## src/design/fmss_pkg.sv

```systemverilog
// fmss_pkg: shared constants, types and register indexes of the substring search.
// No dependencies.
`timescale 1ns / 1ps
`default_nettype none

package fmss_pkg;

	localparam int MAX_PATTERN = 16;
	localparam int COUNT_BITS  = 32;
	localparam int INDEX_W     = 32;
	localparam int CFG_W       = 64;
	localparam int CFG_IDX_W   = 2;
	localparam int CFG_LEN_W   = 5;
	localparam int LEN_W       = $clog2(MAX_PATTERN + 1);
	localparam int WIN_IDX_W   = (MAX_PATTERN > 1) ? $clog2(MAX_PATTERN) : 1;
	localparam int QUEUE_DEPTH = 4;
	localparam int QPTR_W      = $clog2(QUEUE_DEPTH);

	localparam logic [CFG_IDX_W-1:0] REG_PAT_LOW  = CFG_IDX_W'(0);
	localparam logic [CFG_IDX_W-1:0] REG_PAT_HIGH = CFG_IDX_W'(1);
	localparam logic [CFG_IDX_W-1:0] REG_PAT_LEN  = CFG_IDX_W'(2);

	localparam logic [COUNT_BITS-1:0] COUNT_MAX = {COUNT_BITS{1'b1}};
	localparam logic [7:0]            END_BYTE  = 8'h00;

	typedef logic [MAX_PATTERN-1:0][7:0] byte_row_t;

	typedef struct packed {
		logic [7:0] data;
		logic       take;
		logic       close;
	} text_op_t;

	typedef struct packed {
		logic full;
		logic empty;
	} queue_status_t;

	typedef struct packed {
		logic pop;
		logic pop_close;
	} back_status_t;

endpackage

`default_nettype wire

```

## src/design/first_match_substring_search.sv

```systemverilog
// first_match_substring_search: streaming first-occurrence pattern search, top level.
// Result path: an accepted closing transfer passes through the queue and then the result register.
// Throughput: one text transfer per cycle while the queue is not full; set by the combinational window compare.
// Stalls: a close waits while the previous result is held; four queued transfers stop text_ready.
// Reset: arst_n clears config registers, search state, queue and result valid.
// Depends on fmss_pkg, fmss_front, fmss_queue, fmss_back.
`timescale 1ns / 1ps
`default_nettype none

module first_match_substring_search (
	input  logic                              clk,
	input  logic                              arst_n,
	input  logic                              cfg_valid,
	output logic                              cfg_ready,
	input  logic [fmss_pkg::CFG_IDX_W-1:0]    cfg_index,
	input  logic [fmss_pkg::CFG_W-1:0]        cfg_data,
	input  logic                              text_valid,
	output logic                              text_ready,
	input  logic [7:0]                        text_byte,
	input  logic                              byte_present,
	input  logic                              end_of_text,
	output logic                              result_valid,
	input  logic                              result_ready,
	output logic                              found,
	output logic [fmss_pkg::INDEX_W-1:0]      match_index,
	output logic                              count_overflow
);
	import fmss_pkg::*;

	logic [CFG_W-1:0]     pat_low_q;
	logic [CFG_W-1:0]     pat_high_q;
	logic [CFG_LEN_W-1:0] pat_len_q;
	logic [2*CFG_W-1:0]   pat_all;
	byte_row_t            pattern;
	logic [LEN_W-1:0]     act_len;

	queue_status_t q_status;
	back_status_t  b_status;
	text_op_t      push_op;
	text_op_t      head_op;
	logic          push;
	logic          head_valid;

	assign cfg_ready = 1'b1;

	always_ff @(posedge clk or negedge arst_n) begin
		if (!arst_n) begin
			pat_low_q  <= '0;
			pat_high_q <= '0;
			pat_len_q  <= '0;
		end else if (cfg_valid) begin
			unique case (cfg_index)
				REG_PAT_LOW:  pat_low_q  <= cfg_data;
				REG_PAT_HIGH: pat_high_q <= cfg_data;
				REG_PAT_LEN:  pat_len_q  <= cfg_data[CFG_LEN_W-1:0];
				default: ;
			endcase
		end
	end

	assign pat_all = {pat_high_q, pat_low_q};
	assign pattern = pat_all[MAX_PATTERN*8-1:0];
	assign act_len = (pat_len_q > CFG_LEN_W'(MAX_PATTERN)) ? LEN_W'(MAX_PATTERN)
		: LEN_W'(pat_len_q);

	fmss_front u_front (
		.text_valid   (text_valid),
		.text_ready   (text_ready),
		.text_byte    (text_byte),
		.byte_present (byte_present),
		.end_of_text  (end_of_text),
		.q_status     (q_status),
		.push         (push),
		.push_op      (push_op)
	);

	fmss_queue u_queue (
		.clk        (clk),
		.arst_n     (arst_n),
		.push       (push),
		.push_op    (push_op),
		.pop        (b_status.pop),
		.head_valid (head_valid),
		.head_op    (head_op),
		.status     (q_status)
	);

	fmss_back u_back (
		.clk            (clk),
		.arst_n         (arst_n),
		.head_valid     (head_valid),
		.head_op        (head_op),
		.pattern        (pattern),
		.act_len        (act_len),
		.status         (b_status),
		.result_valid   (result_valid),
		.result_ready   (result_ready),
		.found          (found),
		.match_index    (match_index),
		.count_overflow (count_overflow)
	);

	a_queue_consistent: assert property (@(posedge clk) disable iff (!arst_n)
		!(q_status.full && q_status.empty))
		else $error("queue reports full and empty together");

	a_close_gives_result: assert property (@(posedge clk) disable iff (!arst_n)
		b_status.pop_close |=> result_valid)
		else $error("close consumed without a result");

	a_len_clamped: assert property (@(posedge clk) disable iff (!arst_n)
		act_len <= LEN_W'(MAX_PATTERN))
		else $error("active pattern length out of range");

	a_index_zero_when_absent: assert property (@(posedge clk) disable iff (!arst_n)
		(result_valid && !found) |-> (match_index == '0))
		else $error("index nonzero without a match");

	a_pop_needs_entry: assert property (@(posedge clk) disable iff (!arst_n)
		b_status.pop |-> !q_status.empty)
		else $error("pop from empty queue");

endmodule

`default_nettype wire

```

## src/design/fmss_front.sv

```systemverilog
// fmss_front: takes text transfers, classifies them into byte and close operations.
// Depends on fmss_pkg.
`timescale 1ns / 1ps
`default_nettype none

module fmss_front (
	input  logic                   text_valid,
	output logic                   text_ready,
	input  logic [7:0]             text_byte,
	input  logic                   byte_present,
	input  logic                   end_of_text,
	input  fmss_pkg::queue_status_t q_status,
	output logic                   push,
	output fmss_pkg::text_op_t     push_op
);
	import fmss_pkg::*;

	logic is_end_byte;

	assign is_end_byte   = byte_present && (text_byte == END_BYTE);
	assign push_op.data  = text_byte;
	assign push_op.take  = byte_present && !is_end_byte;
	assign push_op.close = end_of_text || is_end_byte;

	assign text_ready = !q_status.full;
	// items with neither a byte nor a close do nothing and are dropped here
	assign push = text_valid && !q_status.full && (push_op.take || push_op.close);

endmodule

`default_nettype wire

```

## src/design/fmss_queue.sv

```systemverilog
// fmss_queue: small FIFO of classified operations between front and back.
// Depends on fmss_pkg.
`timescale 1ns / 1ps
`default_nettype none

module fmss_queue (
	input  logic                    clk,
	input  logic                    arst_n,
	input  logic                    push,
	input  fmss_pkg::text_op_t      push_op,
	input  logic                    pop,
	output logic                    head_valid,
	output fmss_pkg::text_op_t      head_op,
	output fmss_pkg::queue_status_t status
);
	import fmss_pkg::*;

	text_op_t          store_q [QUEUE_DEPTH];
	logic [QPTR_W-1:0] wptr_q;
	logic [QPTR_W-1:0] rptr_q;
	logic [QPTR_W:0]   fill_q;

	assign status.full  = (fill_q == (QPTR_W+1)'(QUEUE_DEPTH));
	assign status.empty = (fill_q == '0);
	assign head_valid   = !status.empty;
	assign head_op      = store_q[rptr_q];

	always_ff @(posedge clk) begin
		if (push) begin
			store_q[wptr_q] <= push_op;
		end
	end

	always_ff @(posedge clk or negedge arst_n) begin
		if (!arst_n) begin
			wptr_q <= '0;
			rptr_q <= '0;
			fill_q <= '0;
		end else begin
			if (push) begin
				wptr_q <= wptr_q + QPTR_W'(1);
			end
			if (pop) begin
				rptr_q <= rptr_q + QPTR_W'(1);
			end
			unique case ({push, pop})
				2'b10:   fill_q <= fill_q + (QPTR_W+1)'(1);
				2'b01:   fill_q <= fill_q - (QPTR_W+1)'(1);
				default: fill_q <= fill_q;
			endcase
		end
	end

endmodule

`default_nettype wire

```

## src/design/fmss_back.sv

```systemverilog
// fmss_back: window, byte counter, first-match tracking and the result register.
// Depends on fmss_pkg.
`timescale 1ns / 1ps
`default_nettype none

module fmss_back (
	input  logic                       clk,
	input  logic                       arst_n,
	input  logic                       head_valid,
	input  fmss_pkg::text_op_t         head_op,
	input  fmss_pkg::byte_row_t        pattern,
	input  logic [fmss_pkg::LEN_W-1:0] act_len,
	output fmss_pkg::back_status_t     status,
	output logic                       result_valid,
	input  logic                       result_ready,
	output logic                       found,
	output logic [fmss_pkg::INDEX_W-1:0] match_index,
	output logic                       count_overflow
);
	import fmss_pkg::*;

	byte_row_t             win_q;
	logic [COUNT_BITS-1:0] cnt_q;
	logic                  match_q;
	logic [COUNT_BITS-1:0] first_q;
	logic                  ovf_q;

	logic                  res_valid_q;
	logic                  found_q;
	logic [INDEX_W-1:0]    index_q;
	logic                  res_ovf_q;

	byte_row_t             win_n;
	logic [COUNT_BITS-1:0] cnt_n;
	logic                  match_n;
	logic [COUNT_BITS-1:0] first_n;
	logic                  ovf_n;
	logic                  sat_hit;
	logic                  new_match;
	logic [MAX_PATTERN-1:0] eq;
	logic                  pop;
	logic                  take;

	assign pop  = head_valid && (!head_op.close || !res_valid_q || result_ready);
	assign take = head_op.take;

	always_comb begin
		win_n = win_q;
		if (take) begin
			for (int j = MAX_PATTERN - 1; j > 0; j--) begin
				win_n[j] = win_q[j-1];
			end
			win_n[0] = head_op.data;
		end
	end

	// pattern byte k lines up with window entry len-1-k
	always_comb begin
		for (int k = 0; k < MAX_PATTERN; k++) begin
			if (LEN_W'(k) < act_len) begin
				eq[k] = (pattern[k] ==
					win_n[WIN_IDX_W'(act_len - LEN_W'(1) - LEN_W'(k))]);
			end else begin
				eq[k] = 1'b1;
			end
		end
	end

	assign sat_hit   = take && (cnt_q == COUNT_MAX);
	assign cnt_n     = (take && !sat_hit) ? cnt_q + COUNT_BITS'(1) : cnt_q;
	assign ovf_n     = ovf_q || sat_hit;
	assign new_match = take && !sat_hit && !match_q && !ovf_q && (act_len != '0)
		&& (cnt_n >= COUNT_BITS'(act_len)) && (&eq);
	assign match_n   = match_q || new_match;
	assign first_n   = new_match ? cnt_n - COUNT_BITS'(act_len) : first_q;

	always_ff @(posedge clk or negedge arst_n) begin
		if (!arst_n) begin
			win_q   <= '0;
			cnt_q   <= '0;
			match_q <= 1'b0;
			first_q <= '0;
			ovf_q   <= 1'b0;
		end else if (pop) begin
			if (head_op.close) begin
				win_q   <= '0;
				cnt_q   <= '0;
				match_q <= 1'b0;
				first_q <= '0;
				ovf_q   <= 1'b0;
			end else begin
				win_q   <= win_n;
				cnt_q   <= cnt_n;
				match_q <= match_n;
				first_q <= first_n;
				ovf_q   <= ovf_n;
			end
		end
	end

	always_ff @(posedge clk or negedge arst_n) begin
		if (!arst_n) begin
			res_valid_q <= 1'b0;
		end else if (pop && head_op.close) begin
			res_valid_q <= 1'b1;
		end else if (result_ready) begin
			res_valid_q <= 1'b0;
		end
	end

	always_ff @(posedge clk) begin
		if (pop && head_op.close) begin
			found_q   <= (act_len == '0) || match_n;
			index_q   <= ((act_len != '0) && match_n) ? INDEX_W'(first_n) : '0;
			res_ovf_q <= ovf_n;
		end
	end

	assign status.pop       = pop;
	assign status.pop_close = pop && head_op.close;
	assign result_valid     = res_valid_q;
	assign found            = found_q;
	assign match_index      = index_q;
	assign count_overflow   = res_ovf_q;

endmodule

`default_nettype wire

```

## config.mk

```make
export PLATFORM = sky130hd
export DESIGN_NAME = first_match_substring_search
export DESIGN_NICKNAME = d
export VERILOG_FILES = /design/src/design/fmss_pkg.sv /design/src/design/first_match_substring_search.sv /design/src/design/fmss_front.sv /design/src/design/fmss_queue.sv /design/src/design/fmss_back.sv
export SDC_FILE = /design/constraint.sdc
export NUM_CORES = 1
export LEC_CHECK = 0
export ABC_AREA = 0
export BUFFER_PORTS_ARGS = -buffer_cell sky130_fd_sc_hd__buf_2
export CAP_MARGIN = 25
export CELL_PAD_IN_SITES_DETAIL_PLACEMENT = 1
export CELL_PAD_IN_SITES_GLOBAL_PLACEMENT = 2
export CORE_MARGIN = 5
export CORE_UTILIZATION = 42
export DETAILED_ROUTE_END_ITERATION = 8
export PLACE_DENSITY_LB_ADDON = 0.1
export SLEW_MARGIN = 20
export SYNTH_ARGS = -nofsm -noshare
export SYNTH_HDL_FRONTEND = slang
export SYNTH_SLANG_ARGS = --single-unit
```

## constraint.sdc

```tcl
create_clock -name clk -period 7.5 [get_ports clk]
set_input_delay 0.375 -clock clk [delete_from_list [all_inputs] [get_ports clk]]
set_output_delay 0.375 -clock clk [all_outputs]
set_load 0.05 [all_outputs]
```

Word level (Yosys, flattened, before mapping)

Memories as Yosys holds them, arrays and structs flattened.
Index checks and enable logic that the tools add are counted.

$add $sub $neg: 22
Equal/unequal tests: 22
Multiplexer cells: 62
$lt $le $gt $ge: 34
Reductions and logical operators: 40

Operators by type and width:

| operator                                            | count |
|---|---|
| binary-select mux 8 bit (select 4 bit)              | 16 |
| 2-to-1 mux 128 bit                                  | 2 |
| equality test 8 bit                                 | 16 |
| 2-to-1 mux 32 bit                                   | 4 |
| 2-to-1 mux 8 bit                                    | 16 |
| < comparator 4 x 5 -> 1 bit (second input constant) | 16 |
| < comparator 4 x 5 -> 1 bit (first input constant)  | 8 |
| adder 32 x 1 -> 32 bit (second input constant)      | 1 |
| equality test 32 bit (second input constant)        | 1 |
| >= comparator 32 x 5 -> 1 bit                       | 1 |
| subtractor 32 x 5 -> 32 bit                         | 1 |
| subtractor 4 bit (second input constant)            | 8 |
| 2-to-1 mux 1 bit                                    | 22 |
| < comparator 3 x 5 -> 1 bit (first input constant)  | 4 |
| AND reduction 16 bit                                | 1 |
| subtractor 4 x 3 -> 4 bit (second input constant)   | 4 |
| logical AND 1 bit                                   | 14 |
| < comparator 1 x 5 -> 1 bit (first input constant)  | 2 |
| < comparator 2 x 5 -> 1 bit (first input constant)  | 2 |
| zero test 1 bit                                     | 8 |
| zero test 8 bit                                     | 1 |
| subtractor 4 x 1 -> 4 bit (second input constant)   | 2 |
| subtractor 4 x 2 -> 4 bit (second input constant)   | 2 |
| logical OR 1 bit                                    | 7 |
| 15 further kinds                                    | 21 |

Flip-flop bits (word level): 369
Input port bits: 81
Memories: 1
RAM bits: 40

Memory list:

| memory          | depth | width | rd ports | clocked after Yosys merged registers in | wr ports | line             | RTL |
|---|---|---|---|---|---|---|---|
| u_queue.store_q | 4     | 10    | 1        | 0                                       | 1        | fmss_queue.sv:18 | `text_op_t store_q [QUEUE_DEPTH];` |

Logic depth before layout (Yosys ltp)

Depth after elaboration: 12
Depth in mapped cells: 24
Gate-level depth less buffers: 21

By module

Synthesis repeated with hierarchy kept, for this count alone.

Cells, all modules: 2917
Area, all modules: 32250.9 sq um

Modules (own cells, without submodules):

| module                       | instances | area each (sq um) | cells an instance |
|---|---|---|---|
| fmss_back                    | 1         | 24886.4           | 2523 |
| first_match_substring_search | 1         | 5400.2            | 290 |
| fmss_queue                   | 1         | 1849.3            | 90 |
| fmss_front                   | 1         | 115.1             | 14 |

Worst setup path after synthesis

OpenSTA, ideal clock, no wires.

Path kind: flip-flop to flip-flop
Start point: register pat_len_q[4]
End point: register u_back.index_q[15], in the netlist u_back.match_index[15] (data pin)
Data arrival time: 5.721 ns
Stages on the path, launching flop included: 21
Library setup time: 0.146 ns
Data required time: 7.354 ns
Buffers on the path: 7
Setup slack: 1.633 ns
Cell sequence: dfrtp_1 > nand2b_1 > buf_1 > clkbuf_1 > clkbuf_1 > ha_1 > buf_2 > inv_1 > xnor3_1 > clkbuf_1 > clkbuf_1 > mux4_2 > o21ai_0 > xnor2_1 > a41oi_1 > or4b_1 > a2111oi_2 > and4b_4 > nand2_4 > buf_6 > o21ai_1

Longest elaborated chain between the ends: 12

Ends and longest elaborated chain:

| element                                                 | line                               | RTL |
|---|---|---|
| from (decl)                                             | first_match_substring_search.sv:32 | `logic [CFG_LEN_W-1:0] pat_len_q;` |
| from (signal assigned)                                  | first_match_substring_search.sv:55 | `REG_PAT_LEN: pat_len_q <= cfg_data[CFG_LEN_W-1:0];` |
| greater-than comparator 5 bit                           | first_match_substring_search.sv:63 | `assign act_len = (pat_len_q > CFG_LEN_W'(MAX_PATTERN)) ? LEN_W'(MAX_PATTERN)` |
| 2-to-1 mux 5 bit (*)                                    | first_match_substring_search.sv:63 |  |
| subtractor 4 x 1 -> 4 bit                               | fmss_back.sv:62                    | `win_n[WIN_IDX_W'(act_len - LEN_W'(1) - LEN_W'(k))]);` |
| subtractor 4 x 1 -> 4 bit, or another cell as far along | fmss_back.sv:62                    |  |
| binary-select mux 8 bit (select 4 bit)                  | fmss_back.sv:62                    |  |
| 2-to-1 mux 8 bit (implied by the code)                  | fmss_back.sv:62                    |  |
| equality test 8 bit                                     | fmss_back.sv:61                    | `eq[k] = (pattern[k] ==` |
| 2-to-1 mux 1 bit                                        | fmss_back.sv:60                    | `if (LEN_W'(k) < act_len) begin` |
| AND reduction 16 bit                                    | fmss_back.sv:73                    | `&& (cnt_n >= COUNT_BITS'(act_len)) && (&eq);` |
| logical AND 1 bit                                       | fmss_back.sv:73                    |  |
| logical OR 1 bit                                        | fmss_back.sv:74                    | `assign match_n = match_q \|\| new_match;` |
| logical AND 1 bit                                       | fmss_back.sv:114                   | `index_q <= ((act_len != '0) && match_n) ? INDEX_W'(first_n) : '0;` |
| to (signal assigned)                                    | fmss_back.sv:114                   |  |
| to (decl)                                               | fmss_back.sv:30                    | `logic [INDEX_W-1:0] index_q;` |

Mark *: on every way between the ends. The rest lies on a longest branch, timed or not. The select of a mux whose other input is x is not followed.
A chain may end at the register's enable or synchronous reset.

Worst setup path in the final report

Start point: register u_back.cnt_q[0]
End point: register u_back.index_q[31], in the netlist u_back.match_index[31] (data pin)

Longest elaborated chain between the ends: 11

Ends and longest elaborated chain:

| element                                                         | line            | RTL |
|---|---|---|
| from (decl)                                                     | fmss_back.sv:23 | `logic [COUNT_BITS-1:0] cnt_q;` |
| from (signal assigned)                                          | fmss_back.sv:93 | `cnt_q <= cnt_n;` |
| branches (longest 11 deep; another with adder 32 x 1 -> 32 bit) | n/a             |  |

Several ways; the timed one is not identified.

==> qor.txt <==
ROUTING
------------------------------------------------------------------------------------------
Routed Wire Length                                                                  111 mm
Routed length on met2                                                              48.7 mm
Residual DRC count                                                                       0
Total number of vias                                                                 24200
Detailed-route wire length on metal 1                                              49.1 mm
Met3 wirelength from detailed routing                                              8.27 mm
Routed wire per std cell                                                           30.4 um
Post-detailed-route count of antenna-violating nets                                      0
Number of detailed-routing iterations run before antenna repair                          5
Per-cell via count in the routed design                                               6.64
Top layer used by detailed routing                                                    met5
Initial DRC Count                                                                     2567

GRT
------------------------------------------------------------------------------------------
Wire length of the first global-routing pass                                        166 mm
Initial antenna violation count                                                          3
Total routing resource utilization after global routing                              0.308
GRT Residual Overflow                                                                    0
Maximum number of pins on one net before global-route repair                           156
Vias in the first global route                                                       24500

CRITICAL PATH
------------------------------------------------------------------------------------------
Master of the slowest instance on the critical path                                 nor2_1
Category of the worst setup path capture point                                    register
CP max FO                                                                               14
Setup Crit Path Kind                                                          register to register
Arr. time, crit path                                                               7.02 ns
Launching element type of the critical path                                       register
Most Frequent Cell on Critical Path                                                o21ai_0
Cell chain of the critical path                                               ha_1 > and4_1 > and2_1 > and4_1 > nor2_1 > mux2i_1 > inv_1 > ha_1 > nor2b_1 > o21ai_0 > a21oi_1 > o21ai_0 > nand2b_1 > nor4_1 > nor4b_2 > nor3b_1 > o21ai_0 > nor2_1 > xor2_1 > o21ai_0
Maximum single-stage delay on the critical path                                    0.72 ns
Required @ worst endpoint                                                          7.85 ns

FLOORPLAN
------------------------------------------------------------------------------------------
Cell Rows                                                                               93
Area of the core                                                              0.0642 sq mm
Initial core utilization                                                             0.422
Num ports                                                                              118
Die boundary width                                                                  264 um
Vert. Die Dim                                                                       264 um
Die Footprint                                                                 0.0698 sq mm

STA
------------------------------------------------------------------------------------------
Setup tns final                                                                       0 ns
Share of the clock period used by the worst path after layout                        0.889
RSZ-0062 raised after global routing                                                    no
Clock skew after layout                                                          0.0343 ns
Total of endpoints with negative setup slack in the final report                         0
Maximum clock rate                                                                 150 MHz
Final hold viol count                                                                    0
Worst setup margin                                                                0.830 ns
Max-slew violations                                                                      0
Relative max-transition margin                                                       0.275
Transition time at the pin with the least slew margin                              1.09 ns
Final period demand of the worst path                                              6.67 ns

CLOCK TREE
------------------------------------------------------------------------------------------
Clock edge transition at the registers on the reported setup and hold paths        0.06 ns
Inserted Clock Buffers                                                                  49
H-tree depth                                                                             2
Number of sinks on the clock net                                                       409
Buffers inserted during post-CTS setup optimization                                      0
Later-pin clock latency in the skew report                                         0.64 ns
Maximum count of clock buffers along a single path                                       3
Library cell used as clock root buffer                                           clkbuf_16
TritonCTS clock tree                                                                  done

OUTCOME
------------------------------------------------------------------------------------------
Result of the run                                                             complete, no violations

SYNTH
------------------------------------------------------------------------------------------
Commonest cells in the synthesized netlist                                    dfrtp_1, nand2_1, clkbuf_1, xnor2_1, a22o_1
Count of cell types in the netlist                                                      91
Share of synthesized registers carrying an async set or reset                        0.819
Synthesized netlist cell count                                                        2653
Commonest register cell after synthesis                                            dfrtp_1
Most instantiated library cell after synthesis                                     dfrtp_1
Number of enable-type register cells in the synthesized netlist                         74
Top cells by area, synth                                                      dfrtp_1, edfxtp_1, mux2_2
Top cell type by total area after synthesis                                        dfrtp_1
Post-synth design cell area                                                   0.0271 sq mm
Fraction of synthesized cell area taken by the top area cell type                    0.309
Register bit total from synthesis                                                      409
Synthesized area divided by synthesized cell count                              10.2 sq um
Share of synthesized area occupied by flip-flops and latches                         0.391
Syn_nets                                                                              2750
Yosys warns                                                                              0

POWER
------------------------------------------------------------------------------------------
PwrDens                                                                        490 mW/mm^2
Static Leak                                                                      0.0123 uW
Total Power                                                                       15100 uW
Peak supply drop                                                                    338 uV

LAYOUT
------------------------------------------------------------------------------------------
Design Area, Final                                                            0.0309 sq mm
Ratio of cells with drive above 1 in the final layout                                0.198
Final Net Count                                                                       2843
Area added between synthesis and finish                                              13.8%
Number of antenna cells inserted                                                         0
Number of cells in the finished layout apart from fillers                             3639

PLACE
------------------------------------------------------------------------------------------
Number of buffers added on ports                                                       116
Worst-case setup slack after placement                                            0.607 ns
Cells after DPL                                                                       3492
Final Wtd Congestion                                                                 0.960
Post-DP HPWL                                                                       81.6 mm
Cell Area, Placed                                                             0.0286 sq mm

WORST HOLD PATH
------------------------------------------------------------------------------------------
Hold WC Path Type                                                             input port to register

RUN
------------------------------------------------------------------------------------------
Max-cap violations                                                                       0

## power by group
group	total (uW)	switching (uW)	internal (uW)
combinational	9620	6420	3200
sequential	3000	358	2650
clock	2510	1070	1440
total	15100	7850	7290
## worst max-delay path: cells and delay by family (launching register included)
kind | cells | cell delay [ns]
AO/OA/AOI/OAI | 5 | 0.87
AND/OR/NAND/NOR | 10 | 3.60
adder cells (fa/ha/maj) | 2 | 0.60
multiplexers | 1 | 0.52
flip-flops | 1 | 0.47
XOR/XNOR | 1 | 0.24
buffers and inverters | 1 | 0.10
## kinds of logic after synthesis
family          after synthesis  share of synthesized area
compound gates              736                      0.206
simple gates                730                      0.139
flops                       409                      0.391
mux                         278                      0.137
xor+xnor                    252                     0.0827
buf+inv                     231                     0.0363
fa+ha+maj                    16                    0.00793
other cells                   1                   0.000138
## layer usage
layer | vias to the layer above | GRT usage
met5 | - | 0
met2 | 987 | 0.465
met4 | 2 | 0.114
met1 | 12500 | 0.448
li1 | 10500 | -
met3 | 181 | 0.0532
## cells in the final DEF, fill, tap and decap left out, drive strengths merged, types with 17 or more instances in the layout
master / n
dfrtp: 335
buf: 189
nand2: 172
o21ai: 162
xnor2: 139
a22o: 137
mux2: 136
or3: 134
nor2: 120
xor2: 111
o221ai: 109
mux2i: 82
nand3: 76
edfxtp: 74
o22ai: 70
nor3: 63
mux4: 60
clkbuf: 59
dlygate4sd3: 55
a21oi: 34
a22oi: 33
nand4: 32
inv: 31
nor4: 25
and3: 25
a221oi: 23
and2: 18
clkinv: 18
o211ai: 17
nand3b: 17
o31ai: 17
## final timing paths
check	from	depth (start not counted)	end	slack, ns
max in group asynchronous	arst_n	3	pat_high_q[50]$_DFFE_PN0P_	5.72
hold reg to reg	u_back.first_q[26]$_DFFE_PN0P_	2	u_back.first_q[26]$_DFFE_PN0P_	0.51
setup reg to reg	u_back.cnt_q[0]$_DFFE_PN0P_	20	u_back.match_index[31]$_SDFFCE_PN0P_	0.83
setup / recovery	u_back.cnt_q[0]$_DFFE_PN0P_	20	u_back.match_index[31]$_SDFFCE_PN0P_	0.83
hold / removal	cfg_data[23]	2	pat_high_q[23]$_DFFE_PN0P_	0.04
min in group asynchronous	arst_n	2	pat_high_q[14]$_DFFE_PN0P_	0.40
## what timing repair did
action,4_1_cts,5_1_grt
gates resized for setup,0,1
setup endpoints to repair,0,2
hold buffers,55,0
endpoints found under the hold margin,227,0
## through the flow
stage / util / hold WS, ns
final: 0.481 / 0.0353
after global routing: 0.481 / 0.0138
after CTS: 0.480 / 0.00403
after detailed placement: 0.445 / 0.493
after global placement: 0.445 / 0.486
after floorplan: - / 0.0794
## flip-flops by register name (all words and copies together), names as in the netlist, 5 cells and up
register	flops
pat_len_q	5
u_back.first_q	32
u_queue.store_q	40
u_back.win_q	128
u_back.cnt_q	32
pat_low_q	64
u_back.match_index	32
pat_high_q	64
## final cells by class
type                    count  area (sq um)
clock inverters            30           364
flip-flops and latches    409         10600
repair buffers            244          1780
multi-input cells        2013         15600
well taps                 855          1070
inverters                  29           109
clock buffers              59          1320
fillers                  7027         33400
Note: power is estimated with default switching activity, not from simulation.
